===== src/hdl/esc_pkg.sv =====
// ----------------------------------------------------------------------------
// Escape decoder package
// Shared types, constants and small lookup functions for the escape decoder.
// ----------------------------------------------------------------------------
package esc_pkg;

  localparam int unsigned MaxBytes = 6;
  localparam int unsigned CntW     = 3;

  localparam logic [7:0] ChBslash = 8'h5C;
  localparam logic [7:0] ChU      = 8'h75;

  // One input item.
  typedef struct packed {
    logic [7:0] in_byte;
    logic       string_end;
  } in_t;

  // One result item.
  typedef struct packed {
    logic [7:0] out_byte;
    logic       run_last;
    logic       out_end;
  } out_t;

  // Everything one input item produces, handed from the front to the back.
  typedef struct packed {
    logic [CntW-1:0]              cnt;
    logic [MaxBytes-1:0][7:0]     bytes;
    logic                         str_end;
  } cmd_t;

  // Escape phase, one-hot.
  typedef enum logic [5:0] {
    PhNormal = 6'b000001,
    PhBslash = 6'b000010,
    PhU      = 6'b000100,
    PhD1     = 6'b001000,
    PhD2     = 6'b010000,
    PhD3     = 6'b100000
  } phase_e;

  // Returns {known, value} for the byte after a backslash.
  function automatic logic [8:0] esc_map(logic [7:0] c);
    logic [8:0] r;
    case (c)
      8'h5C:   r = {1'b1, 8'h5C};
      8'h27:   r = {1'b1, 8'h27};
      8'h22:   r = {1'b1, 8'h22};
      8'h61:   r = {1'b1, 8'h07};
      8'h62:   r = {1'b1, 8'h08};
      8'h65:   r = {1'b1, 8'h1B};
      8'h66:   r = {1'b1, 8'h0C};
      8'h6E:   r = {1'b1, 8'h0A};
      8'h70:   r = {1'b1, 8'h70};
      8'h72:   r = {1'b1, 8'h0D};
      8'h74:   r = {1'b1, 8'h09};
      8'h76:   r = {1'b1, 8'h0B};
      default: r = {1'b0, 8'h00};
    endcase
    return r;
  endfunction

  // Returns {is_hex, value} for an ASCII hex digit in either case.
  function automatic logic [4:0] hex_val(logic [7:0] c);
    logic [7:0] d;
    logic [4:0] r;
    d = 8'h00;
    r = 5'b0_0000;
    if (c inside {[8'h30:8'h39]}) begin
      d = c - 8'h30;
      r = {1'b1, d[3:0]};
    end else if (c inside {[8'h61:8'h66]}) begin
      d = c - 8'h57;
      r = {1'b1, d[3:0]};
    end else if (c inside {[8'h41:8'h46]}) begin
      d = c - 8'h37;
      r = {1'b1, d[3:0]};
    end
    return r;
  endfunction

endpackage


===== src/hdl/escape_unescape_utf8.sv =====
// ----------------------------------------------------------------------------
// Backslash escape decoder with \uXXXX to UTF-8
// Takes an escaped string one byte per item and delivers the unescaped bytes.
// ----------------------------------------------------------------------------
// The block accepts one input byte per clock cycle while the command queue
// has room and delivers one result byte per clock cycle while results are
// popped. A front stage tracks the escape state and turns each accepted item
// into a list of zero to six result bytes in the same cycle; that list goes
// into a command queue of CmdDepth entries. A back stage reads the oldest
// command and moves one byte per cycle into the result register while that
// register is free or popped, so an item that yields k bytes holds the back
// stage until all k are moved while the front keeps taking input until the
// command queue fills. With the queue and result register free, an accepted
// item's command is written into the queue, then its first byte into the
// result register. Items that only open or continue an escape yield nothing.
// The result port carries run_last on the final byte of each item and out_end
// on the final byte of the string. full and empty follow queue conventions:
// push is taken while full is low and pop is taken while empty is low.
module escape_unescape_utf8 #(
  parameter int unsigned CmdDepth = 4
) (
  input  logic          clk_i,
  input  logic          rst_ni,
  input  logic          push,
  output logic          full,
  input  esc_pkg::in_t  in_data_i,
  input  logic          pop,
  output logic          empty,
  output esc_pkg::out_t out_data_o
);

  logic          accept;
  logic          cmd_push;
  esc_pkg::cmd_t cmd_in;
  logic          cmd_full;
  logic          cmd_pop;
  logic          cmd_empty;
  esc_pkg::cmd_t cmd_head;

  // Input is held off whenever the command queue has no room.
  assign full   = cmd_full;
  assign accept = push && !cmd_full;

  esc_front u_front (
    .clk_i      (clk_i),
    .rst_ni     (rst_ni),
    .accept_i   (accept),
    .in_i       (in_data_i),
    .cmd_push_o (cmd_push),
    .cmd_o      (cmd_in)
  );

  esc_cmdq #(
    .Depth (CmdDepth)
  ) u_cmdq (
    .clk_i   (clk_i),
    .rst_ni  (rst_ni),
    .push_i  (cmd_push),
    .data_i  (cmd_in),
    .full_o  (cmd_full),
    .pop_i   (cmd_pop),
    .empty_o (cmd_empty),
    .data_o  (cmd_head)
  );

  esc_back u_back (
    .clk_i       (clk_i),
    .rst_ni      (rst_ni),
    .cmd_empty_i (cmd_empty),
    .cmd_i       (cmd_head),
    .cmd_pop_o   (cmd_pop),
    .pop_i       (pop),
    .empty_o     (empty),
    .res_o       (out_data_o)
  );

endmodule


===== src/hdl/esc_front.sv =====
// ----------------------------------------------------------------------------
// Escape decoder front
// Tracks the escape phase and turns each input item into a byte-list command.
// ----------------------------------------------------------------------------
module esc_front (
  input  logic          clk_i,
  input  logic          rst_ni,
  input  logic          accept_i,
  input  esc_pkg::in_t  in_i,
  output logic          cmd_push_o,
  output esc_pkg::cmd_t cmd_o
);

  esc_pkg::phase_e phase_q, phase_d;
  logic [7:0]      held_q [3];
  logic [7:0]      held_d [3];
  logic [15:0]     code_q, code_d;
  logic            bad_q, bad_d;

  logic [7:0]      b;
  logic            last;
  logic [4:0]      hex;
  logic [8:0]      map;
  logic            bad_n;
  logic [15:0]     code_n;
  logic [esc_pkg::MaxBytes-1:0][7:0] lit;
  logic [esc_pkg::CntW-1:0] npend;
  logic [1:0]      hidx;
  esc_pkg::phase_e phase_nx;
  esc_pkg::cmd_t   cmd;

  assign b      = in_i.in_byte;
  assign last   = in_i.string_end;
  assign hex    = esc_pkg::hex_val(b);
  assign map    = esc_pkg::esc_map(b);
  assign bad_n  = bad_q | ~hex[4];
  assign code_n = hex[4] ? {code_q[11:0], hex[3:0]} : code_q;

  // Bytes held back by an unfinished escape, in output order.
  always_comb begin
    lit[0] = esc_pkg::ChBslash;
    lit[1] = esc_pkg::ChU;
    lit[2] = held_q[0];
    lit[3] = held_q[1];
    lit[4] = held_q[2];
    lit[5] = 8'h00;
  end

  always_comb begin
    case (phase_q)
      esc_pkg::PhU: begin
        npend = 3'd2; hidx = 2'd0; phase_nx = esc_pkg::PhD1;
      end
      esc_pkg::PhD1: begin
        npend = 3'd3; hidx = 2'd1; phase_nx = esc_pkg::PhD2;
      end
      esc_pkg::PhD2: begin
        npend = 3'd4; hidx = 2'd2; phase_nx = esc_pkg::PhD3;
      end
      esc_pkg::PhD3: begin
        npend = 3'd5; hidx = 2'd0; phase_nx = esc_pkg::PhNormal;
      end
      default: begin
        npend = 3'd1; hidx = 2'd0; phase_nx = esc_pkg::PhNormal;
      end
    endcase
  end

  always_comb begin
    cmd         = '0;
    cmd.str_end = last;
    phase_d     = phase_q;
    held_d      = held_q;
    code_d      = code_q;
    bad_d       = bad_q;
    case (phase_q)
      esc_pkg::PhNormal: begin
        if (b == esc_pkg::ChBslash && !last) begin
          phase_d = esc_pkg::PhBslash;
        end else begin
          cmd.cnt      = 3'd1;
          cmd.bytes[0] = b;
        end
      end
      esc_pkg::PhBslash: begin
        phase_d = esc_pkg::PhNormal;
        if (b == esc_pkg::ChU) begin
          if (last) begin
            cmd.cnt      = 3'd2;
            cmd.bytes[0] = esc_pkg::ChBslash;
            cmd.bytes[1] = b;
          end else begin
            phase_d = esc_pkg::PhU;
            code_d  = '0;
            bad_d   = 1'b0;
          end
        end else if (map[8]) begin
          cmd.cnt      = 3'd1;
          cmd.bytes[0] = map[7:0];
        end else begin
          cmd.cnt      = 3'd2;
          cmd.bytes[0] = esc_pkg::ChBslash;
          cmd.bytes[1] = b;
        end
      end
      esc_pkg::PhU, esc_pkg::PhD1, esc_pkg::PhD2, esc_pkg::PhD3: begin
        code_d = code_n;
        bad_d  = bad_n;
        if (phase_q == esc_pkg::PhD3 && !bad_n) begin
          // All four digits were hex: encode the code point as UTF-8.
          phase_d = esc_pkg::PhNormal;
          if (code_n <= 16'h007F) begin
            cmd.cnt      = 3'd1;
            cmd.bytes[0] = code_n[7:0];
          end else if (code_n <= 16'h07FF) begin
            cmd.cnt      = 3'd2;
            cmd.bytes[0] = 8'hC0 | {3'b000, code_n[10:6]};
            cmd.bytes[1] = 8'h80 | {2'b00, code_n[5:0]};
          end else begin
            cmd.cnt      = 3'd3;
            cmd.bytes[0] = 8'hE0 | {4'b0000, code_n[15:12]};
            cmd.bytes[1] = 8'h80 | {2'b00, code_n[11:6]};
            cmd.bytes[2] = 8'h80 | {2'b00, code_n[5:0]};
          end
        end else if (phase_q == esc_pkg::PhD3 || last) begin
          // Bad digit or string ended early: give back everything literally.
          phase_d          = esc_pkg::PhNormal;
          cmd.bytes        = lit;
          cmd.bytes[npend] = b;
          cmd.cnt          = npend + 3'd1;
        end else begin
          held_d[hidx] = b;
          phase_d      = phase_nx;
        end
      end
      default: begin
        phase_d = esc_pkg::PhNormal;
      end
    endcase
    if (last) begin
      phase_d = esc_pkg::PhNormal;
    end
  end

  assign cmd_o      = cmd;
  assign cmd_push_o = accept_i && (cmd.cnt != 3'd0);

  always_ff @(posedge clk_i or negedge rst_ni) begin
    if (!rst_ni) begin
      phase_q <= esc_pkg::PhNormal;
      code_q  <= '0;
      bad_q   <= 1'b0;
    end else if (accept_i) begin
      phase_q <= phase_d;
      code_q  <= code_d;
      bad_q   <= bad_d;
    end
  end

  always_ff @(posedge clk_i) begin
    if (accept_i) begin
      held_q <= held_d;
    end
  end

endmodule


===== src/hdl/esc_cmdq.sv =====
// ----------------------------------------------------------------------------
// Escape decoder command queue
// Small FIFO of commands between the front and the back.
// ----------------------------------------------------------------------------
module esc_cmdq #(
  parameter int unsigned Depth = 4
) (
  input  logic          clk_i,
  input  logic          rst_ni,
  input  logic          push_i,
  input  esc_pkg::cmd_t data_i,
  output logic          full_o,
  input  logic          pop_i,
  output logic          empty_o,
  output esc_pkg::cmd_t data_o
);

  localparam int unsigned PtrW = $clog2(Depth);
  localparam int unsigned CntW = $clog2(Depth + 1);

  esc_pkg::cmd_t   mem_q [Depth];
  logic [PtrW-1:0] wr_ptr_q, wr_ptr_d;
  logic [PtrW-1:0] rd_ptr_q, rd_ptr_d;
  logic [CntW-1:0] cnt_q, cnt_d;
  logic            do_push, do_pop;

  assign full_o  = (cnt_q == CntW'(Depth));
  assign empty_o = (cnt_q == '0);
  assign do_push = push_i && !full_o;
  assign do_pop  = pop_i && !empty_o;
  assign data_o  = mem_q[rd_ptr_q];

  always_comb begin
    wr_ptr_d = wr_ptr_q;
    rd_ptr_d = rd_ptr_q;
    cnt_d    = cnt_q;
    if (do_push) begin
      wr_ptr_d = (wr_ptr_q == PtrW'(Depth - 1)) ? '0 : wr_ptr_q + 1'b1;
    end
    if (do_pop) begin
      rd_ptr_d = (rd_ptr_q == PtrW'(Depth - 1)) ? '0 : rd_ptr_q + 1'b1;
    end
    if (do_push && !do_pop) begin
      cnt_d = cnt_q + 1'b1;
    end else if (!do_push && do_pop) begin
      cnt_d = cnt_q - 1'b1;
    end
  end

  always_ff @(posedge clk_i or negedge rst_ni) begin
    if (!rst_ni) begin
      wr_ptr_q <= '0;
      rd_ptr_q <= '0;
      cnt_q    <= '0;
    end else begin
      wr_ptr_q <= wr_ptr_d;
      rd_ptr_q <= rd_ptr_d;
      cnt_q    <= cnt_d;
    end
  end

  always_ff @(posedge clk_i) begin
    if (do_push) begin
      mem_q[wr_ptr_q] <= data_i;
    end
  end

endmodule


===== src/hdl/esc_back.sv =====
// ----------------------------------------------------------------------------
// Escape decoder back
// Walks the head command one byte per cycle into a free or popped result register.
// ----------------------------------------------------------------------------
module esc_back (
  input  logic          clk_i,
  input  logic          rst_ni,
  input  logic          cmd_empty_i,
  input  esc_pkg::cmd_t cmd_i,
  output logic          cmd_pop_o,
  input  logic          pop_i,
  output logic          empty_o,
  output esc_pkg::out_t res_o
);

  logic [esc_pkg::CntW-1:0] idx_q, idx_d;
  logic                     res_vld_q;
  esc_pkg::out_t            res_q, res_d;
  logic                     advance;
  logic                     is_last;

  assign advance   = !cmd_empty_i && (!res_vld_q || pop_i);
  assign is_last   = ((idx_q + 3'd1) == cmd_i.cnt);
  assign cmd_pop_o = advance && is_last;
  assign idx_d     = is_last ? '0 : idx_q + 3'd1;

  always_comb begin
    res_d.out_byte = cmd_i.bytes[idx_q];
    res_d.run_last = is_last;
    res_d.out_end  = is_last && cmd_i.str_end;
  end

  always_ff @(posedge clk_i or negedge rst_ni) begin
    if (!rst_ni) begin
      idx_q     <= '0;
      res_vld_q <= 1'b0;
    end else begin
      if (advance) begin
        idx_q     <= idx_d;
        res_vld_q <= 1'b1;
      end else if (pop_i) begin
        res_vld_q <= 1'b0;
      end
    end
  end

  always_ff @(posedge clk_i) begin
    if (advance) begin
      res_q <= res_d;
    end
  end

  assign empty_o = !res_vld_q;
  assign res_o   = res_q;

`ifndef SYNTHESIS
  // The byte index never runs past the head command's byte count.
  assert property (@(posedge clk_i) disable iff (!rst_ni)
    !cmd_empty_i |-> (idx_q < cmd_i.cnt))
    else $error("byte index beyond command length");

  // Between commands the index is parked at the first byte.
  assert property (@(posedge clk_i) disable iff (!rst_ni)
    cmd_empty_i |-> (idx_q == '0))
    else $error("byte index not reset while queue empty");

  // The end-of-string byte is always the last byte of its item.
  assert property (@(posedge clk_i) disable iff (!rst_ni)
    (res_vld_q && res_q.out_end) |-> res_q.run_last)
    else $error("end of string on a non-final result");

  // Retiring a command loads its final byte into the result register.
  assert property (@(posedge clk_i) disable iff (!rst_ni)
    cmd_pop_o |=> res_vld_q && res_q.run_last)
    else $error("command retired without its final byte");
`endif

endmodule


===== config.mk =====
export PLATFORM = sky130hd
export DESIGN_NAME = escape_unescape_utf8
export DESIGN_NICKNAME = d
export VERILOG_FILES = /design/src/hdl/esc_pkg.sv /design/src/hdl/escape_unescape_utf8.sv /design/src/hdl/esc_front.sv /design/src/hdl/esc_cmdq.sv /design/src/hdl/esc_back.sv
export SDC_FILE = /design/constraint.sdc
export NUM_CORES = 1
export LEC_CHECK = 0
export ABC_AREA = 1
export BUFFER_PORTS_ARGS = -buffer_cell sky130_fd_sc_hd__buf_2
export CORE_MARGIN = 2
export CORE_UTILIZATION = 62
export DETAILED_ROUTE_END_ITERATION = 10
export GPL_TIMING_DRIVEN = 0
export HOLD_SLACK_MARGIN = 0.03
export PLACE_DENSITY = 0.79
export SETUP_SLACK_MARGIN = 0.1
export SYNTH_ARGS = -nofsm -noshare
export SYNTH_HDL_FRONTEND = slang
export SYNTH_SLANG_ARGS = --single-unit

===== constraint.sdc =====
create_clock -name clk_i -period 6.49 [get_ports clk_i]
set_clock_uncertainty 0.05 [all_clocks]
set_input_delay 0.9735 -clock clk_i [delete_from_list [all_inputs] [get_ports clk_i]]
set_output_delay 0.9735 -clock clk_i [all_outputs]
set_load 0.01 [all_outputs]

==> results.json, run 1 <==
{
  "ctsResizeCount": 0,
  "synth_ff_type": "edfxtp_1",
  "path_buf_inv": 5,
  "critPathKind": "in2reg",
  "drc": 0,
  "worstHoldStart": "u_front.phase_q[0]$_DFFE_PN1P_",
  "antenna_cells": 0,
  "drt_iter0_drc": 1423,
  "antenna_left": 0,
  "r2r-start": "u_front.phase_q[2]$_DFFE_PN0P_",
  "synth_seq_cells": 276,
  "fin_nets": 1211,
  "end_kind": "flop",
  "first_pass_iters": 6,
  "fin_util_pct": 70.0,
  "antenna_found_initial": 0,
  "drive_above_1_share_pct": 12.0,
  "fp.dieH_um": 146,
  "grt_pass1_wl_um": 50700,
  "cts_root_buf": "clkbuf_16",
  "hp-class": "reg2reg",
  "area_delta_synth_final_pct": 11.7,
  "cpMostUsedCell": "nand2_4",
  "die-area_mm2": 0.0214,
  "start_kind": "input port",
  "core_mm2": 0.0200,
  "critPathCapture": "u_cmdq.mem_q[3][2]$_DFFE_PP_",
  "rsz0062_at_grt": "false",
  "finalWeightedCongestion": 0.940,
  "p_leak_nw": 5.14,
  "dp.cells": 1425,
  "fin_crit_ns": 4.22,
  "syn_inst": 1127,
  "peakVddDrop_mv": 0.338,
  "cp_num_cells": 18,
  "cp.arrival_ns": 4.40,
  "tightest_slew_ns": 0.920,
  "cpLargestDelayFamily": "simple AND/OR/NAND/NOR gates",
  "slowest_delay_ns": 0.70,
  "path_clk_slew_ns": 0.06,
  "netlist_area_mm2": 0.0125,
  "finalCritPeriodShare_pct": 65.0,
  "synth-seq-area-share_pct": 64.7,
  "gr-usage-all-layers_pct": 31.0,
  "whs_ns": 0.446,
  "r2r_end": "u_cmdq.mem_q[3][2]$_DFFE_PP_",
  "r2r_slack_ns": 2.31,
  "synthArstFlopShare_pct": 12.3,
  "syn_nets": 1153,
  "cts_setup_buffers": 0,
  "dp_worst_setup_slack_ns": 1.76,
  "crit_start": "in_data_i[2]",
  "post_drt_wl_per_cell_um": 22.3,
  "synth_edf_count": 242,
  "ys_warn_count": 0,
  "avgSynthCellArea_um2": 11.1,
  "worst_slack_ns": 2.27,
  "synth.distinct_cells": 49,
  "nFillCells": 1426,
  "grt_pass1_vias": 8899,
  "finalHoldViolations": 0,
  "setup-violations-final": 0,
  "rows": 52,
  "port_buffers": 24,
  "path_cells": "buf_2 > inv_1 > ha_1 > inv_1 > nand3_1 > nand3_2 > buf_2 > nand3_1 > nand2_2 > nand4_1 > nand2_4 > nand2_4 > nand2_4 > nor2_4 > nand2_4 > nand2_4 > nor2_4 > buf_12",
  "viasPerCell": 6.34,
  "num_vias": 9348,
  "overflow": 0,
  "grt_max_degree": 35,
  "clk_latency_ns": 0.55,
  "clockBufferDepth": 3,
  "slowest_stage": "nor2_4",
  "numCtsBuffers": 28,
  "outcome": "complete, no violations",
  "cts_tree": "yes",
  "io_pins": 25,
  "hpwl_um": 22200,
  "start_util_pct": 62.6,
  "slew-limit-headroom_pct": 38.5,
  "hold_buffers": 0,
  "fmax_ghz": 0.237,
  "drv_cap": 0,
  "worstRegToRegCells": 15,
  "cellPowerDensity_mw_per_mm2": 437,
  "crit_fanout": 28,
  "die_w_um": 146,
  "fin_cells": 1475,
  "cp.required_ns": 6.67,
  "wl_um": 32900,
  "final_max_slew_viol_count": 0,
  "htree_levels": 1,
  "clock_sinks": 276
}
[sequential cells by signal, indices dropped and copies added, names as in the netlist]
name and cells:
u_back.idx_q 3, u_back.res_o 10, u_back.res_vld_q 1, u_cmdq.cnt_q 3, u_cmdq.mem_q 208, u_cmdq.rd_ptr_q 2, u_cmdq.wr_ptr_q 2, u_front.bad_q 1
u_front.code_q 16, u_front.held_q 24, u_front.phase_q 6
[per-layer routing]
layer | wire length, um | vias to the layer above | global-route usage (%)
met1 | 12600 | 4426 | 45.0
met4 | 1140 | 0 | 10.3
met2 | 15500 | 666 | 49.4
met3 | 3570 | 100 | 3.97
li1 | - | 4156 | -
met5 | 0 | - | 0
[power breakdown]
| part | leakage [nW] | switching (W) | internal, W | total (W) |
|---|---|---|---|---|
| combinational | 2.07 | 0.00152 | 0.000582 | 0.00210 |
| sequential | 2.64 | 0.000109 | 0.00233 | 0.00244 |
| clock | 0.438 | 0.000678 | 0.000912 | 0.00159 |
[cell usage in the layout, fill, tap and decap left out, drive strengths merged]
master    synthesis  layout
o31ai             2       2
fa                1       1
clkinv            4      17
nor2            151     151
bufinv            0       3
dfstp             1       1
nor4              1       1
inv              90      91
clkinvlp          0       1
xor2              6       6
o32ai             1       1
o22ai            52      52
a21oi            26      26
ha               12      12
o2111ai           2       2
nand2           165     165
nand3            41      41
o21ai           153     153
o21a              1       1
a31oi             1       1
xnor2             3       3
dfrtp            33      33
mux2              1       1
buf              16      44
clkbuf           41      73
edfxtp          242     242
nor3              6       6
nand4             9       9
o211ai           28      28
or2               9       9
a32oi             2       2
o221ai           27      27
[worst min path at each step]
stage                     depth (start not counted)  slack, ns                             end
final                                             2       0.45  u_front.phase_q[0]$_DFFE_PN1P_
after floorplan                                   2       0.41  u_front.phase_q[0]$_DFFE_PN1P_
after detailed placement                          2       0.44  u_front.phase_q[0]$_DFFE_PN1P_
after CTS                                         2       0.45  u_front.phase_q[0]$_DFFE_PN1P_
after global routing                              2       0.48  u_front.phase_q[0]$_DFFE_PN1P_
after global placement                            2       0.43  u_front.phase_q[0]$_DFFE_PN1P_
[metrics by stage]
stage               total power (W)  instance area, um^2  TNS, ns
floorplan                   0.00378                12500        0
global placement            0.00444                13000  -221.29
detailed placement          0.00451                13100        0
CTS                         0.00610                14000        0
global route                0.00640                14000        0
finish                      0.00613                14000        0
[cell usage after synthesis, types with 6 or more instances]
| cell type | number | area share [%] |
|---|---|---|
| edfxtp_1 | 242 | 58 |
| o21ai_0 | 149 | 5.9 |
| nand2_1 | 145 | 4.3 |
| nor2_1 | 144 | 4.3 |
| inv_1 | 79 | 2.4 |
| o22ai_1 | 52 | 2.6 |
| clkbuf_1 | 41 | 1.2 |
| nand3_1 | 35 | 1.4 |
| dfrtp_1 | 33 | 6.6 |
| o211ai_1 | 28 | 1.7 |
| o221ai_1 | 27 | 1.9 |
| a21oi_1 | 25 | 1.0 |
| ha_1 | 12 | 1.2 |
| nand2_2 | 11 | 0.55 |
| nand4_1 | 9 | 0.45 |
| or2_2 | 9 | 0.45 |
| inv_2 | 8 | 0.24 |
| nand2_4 | 8 | 0.72 |
| xor2_1 | 6 | 0.42 |
[cells by family (layout without fill, tap and decap cells)]
family	count (synthesis)	in the layout	synth area share [%]
AND/OR/NAND/NOR	382	382	14.1
AO/OA/AOI/OAI	295	295	14.0
XOR/XNOR	9	9	0.628
flip-flops	276	276	64.7
multiplexers	1	1	0.0897
buffers and inverters	151	229	5.07
adder cells (fa/ha/maj)	13	13	1.36
[worst reg2reg max path, stage by stage (launching register included)]
cell	delay, ns
dfrtp_1	0.40
nor2_1	0.21
nand2_1	0.15
nor3_4	0.52
inv_2	0.17
nand2_1	0.19
nand3_1	0.13
ha_1	0.24
xnor2_1	0.18
nand3_1	0.11
inv_1	0.20
nor2_4	0.07
nand2_4	0.10
nand2_4	0.11
nor2_4	0.70
buf_12	0.31
[cell type report]
| cell class | count | area [um^2] | area share, % |
|---|---|---|---|
| buffer | 57 | 277 | 1.97 |
| clock inverter | 18 | 189 | 1.35 |
| timing repair buffer | 28 | 200 | 1.43 |
| inverter | 94 | 360 | 2.57 |
| sequential | 276 | 8120 | 57.9 |
| tap | 270 | 338 | 2.41 |
| multi-input combinational | 700 | 3820 | 27.3 |
| clock buffer | 32 | 716 | 5.10 |
(Power assumes the default switching activity.)
==> inputs of run 2 (changes only) <==
- clock period: 6.49 -> 4 ns (I/O delays scaled with it)
==> run 2 against run 1 <==
Sequential share of layout area down 0.36 points. Critical path depth is 1 higher. Wire length decreased by 3.6%. Count of clock-buffer cells in the layout fell by 3. Clock power up 62%. Power up 61%. First-iteration DRC count shrank 9.6%. Core utilization is 0.44 points higher. Hold slack worse by 0.33 ns. Largest cell class unchanged.
==> results.json, run 2 (synthesized netlist as in run 1, its figures left out) <==
{
  "outcome": "complete, no violations",
  "critPathKind": "in2reg",
  "rsz0062_at_grt": "true",
  "htree_levels": 1,
  "p_leak_nw": 5.17,
  "finalWeightedCongestion": 0.946,
  "start_util_pct": 62.6,
  "fin_crit_ns": 3.77,
  "final_common_cell": "edfxtp_1",
  "drv_cap": 0,
  "cellPowerDensity_mw_per_mm2": 700,
  "peakVddDrop_mv": 0.557,
  "path_buf_inv": 5,
  "p_switching_w": 0.00360,
  "grt_max_degree": 35,
  "finalCritPeriodShare_pct": 94.2,
  "cp.arrival_ns": 3.94,
  "core_mm2": 0.0200,
  "top_regs": "u_cmdq.mem_q x208, u_front.held_q x24, u_front.code_q x16",
  "seq_power_share_pct": 40.1,
  "first_pass_iters": 6,
  "slowest_stage": "nor2_4",
  "drive_above_1_share_pct": 12.8,
  "fp.dieH_um": 146,
  "cts_tree": "yes",
  "grt_pass1_vias": 8935,
  "fin_nets": 1216,
  "switching_share_pct": 36.5,
  "hp-class": "in2async",
  "hpwl_um": 21800,
  "cpLargestDelayFamily": "simple AND/OR/NAND/NOR gates",
  "finalHoldViolations": 0,
  "crit_fanout": 29,
  "post_drt_wl_per_cell_um": 21.4,
  "worst_slack_ns": 0.232,
  "num_vias": 9221,
  "final_cell_mix": "edfxtp_1 (242), o21ai_0 (149), nand2_1 (145)",
  "largest_reg_flops": 208,
  "path_clk_slew_ns": 0.06,
  "tightest_slew_ns": 0.853,
  "combPwrFrac_pct": 33.7,
  "setup-violations-final": 0,
  "io_pins": 25,
  "fmax_ghz": 0.265,
  "die-area_mm2": 0.0214,
  "start_kind": "input port",
  "cp.required_ns": 4.17,
  "final_max_slew_viol_count": 0,
  "top_register": "u_cmdq.mem_q",
  "fin_util_pct": 70.4,
  "viasPerCell": 6.23,
  "clockPowerShare_pct": 26.2,
  "cpMostUsedCell": "nand2_4",
  "rows": 52,
  "gr-usage-all-layers_pct": 29.7,
  "antenna_found_initial": 0,
  "cts_root_buf": "clkbuf_16",
  "slowest_delay_ns": 0.67,
  "die_w_um": 146,
  "path_cells": "clkbuf_4 > inv_2 > ha_1 > inv_1 > nand3_1 > nand3_2 > nand2_4 > buf_8 > nand2_1 > nand2_2 > nand4_1 > nand2_4 > nand2_4 > nand2_4 > nor2_4 > nand2_4 > nand2_4 > nor2_4 > buf_12",
  "clockBufferDepth": 3,
  "antenna_cells": 0,
  "area_delta_synth_final_pct": 12.4,
  "slew-limit-headroom_pct": 43.0,
  "overflow": 0,
  "wl_um": 31700,
  "drt_iter0_drc": 1286,
  "numCtsBuffers": 28,
  "grt_pass1_wl_um": 49000,
  "port_buffers": 24,
  "clock_sinks": 276,
  "p_int_w": 0.00627,
  "nFillCells": 1406,
  "dp_worst_setup_slack_ns": -0.341,
  "antenna_left": 0,
  "drc": 0,
  "end_kind": "flop",
  "clk_latency_ns": 0.54
}
-- run 2: changes by cell type in the layout (fill, tap and decap cells not counted), moves of 3 or more --
cell / before / now
buf_2: 29 / 26
buf_4: 2 / 6
clkinvlp_4: 1 / 4
clkbuf_4: 0 / 3
clkbuf_1: 45 / 42
-- run 2: stage by stage --
stage / TNS, ns / instance area, um^2 / hold slack, ns / power [W] / std cells
after floorplan: -13.46 / 12600 / 0.254 / 0.00613 / 1127
after global placement: -355.55 / 13000 / 0.438 / 0.00712 / 1421
after detailed placement: -39.29 / 13100 / 0.449 / 0.00727 / 1426
after CTS: 0 / 14100 / 0.124 / 0.00983 / 1476
after global routing: 0 / 14100 / 0.203 / 0.0103 / 1479
final: 0 / 14100 / 0.118 / 0.00988 / 1479
-- run 2: worst paths after layout --
| kind | startpoint | endpoint | slack, ns | cells after the start |
|---|---|---|---|---|
| min in group clk_i | pop | u_back.res_vld_q$_DFFE_PN0P_ | 0.21 | 2 |
| worst max register to register | u_front.phase_q[2]$_DFFE_PN0P_ | u_cmdq.mem_q[0][19]$_DFFE_PP_ | 0.33 | 15 |
| worst min register to register | u_front.code_q[13]$_DFFE_PN0P_ | u_front.code_q[13]$_DFFE_PN0P_ | 0.46 | 2 |
| max in group asynchronous | rst_ni | u_front.phase_q[5]$_DFFE_PN0P_ | 3.26 | 1 |
| worst min-delay path | rst_ni | u_front.code_q[9]$_DFFE_PN0P_ | 0.12 | 1 |
| worst max-delay path | in_data_i[1] | u_cmdq.mem_q[0][19]$_DFFE_PP_ | 0.23 | 19 |
-- run 2: per-layer routing --
layer  up-vias  global-route usage, %  routed length [um]
met2       555                   47.3               15000
met3        87                   4.72                3190
li1       4166                      -                   -
met5         -                      0                   0
met4         0                   11.7                1080
met1      4413                   42.0               12500
-- run 2: power groups by stage --
stage	Sequential [W]	Combinational [W]	Clock (W)
after global routing	0.00400	0.00363	0.00270
after floorplan	0.00401	0.00212	0
after CTS	0.00396	0.00329	0.00259
after detailed placement	0.00401	0.00326	0
after global placement	0.00402	0.00310	0
final	0.00396	0.00333	0.00258
-- run 2: worst register-to-register path, delay by kind of cell, from the launching register on --
kind,cells,cell delay [ns]
simple gates,10,1.93
buf+inv,3,0.60
flops,1,0.39
fa+ha+maj,1,0.23
xor+xnor,1,0.16
-- run 2: timing repair --
item,in CTS,in global routing
setup buffers,1,3
endpoints found under the setup margin,107,108
endpoints found under the hold margin,0,0
pin swaps,1,3
hold buffers,0,0
gates resized for setup,0,6
-- run 2: area by class of cell --
class                      count  area (um^2)  area share [%]
sequential                   276         8120            57.5
multi-input combinational    700         3830            27.2
clock buffer                  29          704            4.99
inverter                      94          364            2.58
tap                          270          338            2.39
buffer                        57          279            1.98
timing repair buffer          33          263            1.86
clock inverter                20          213            1.51
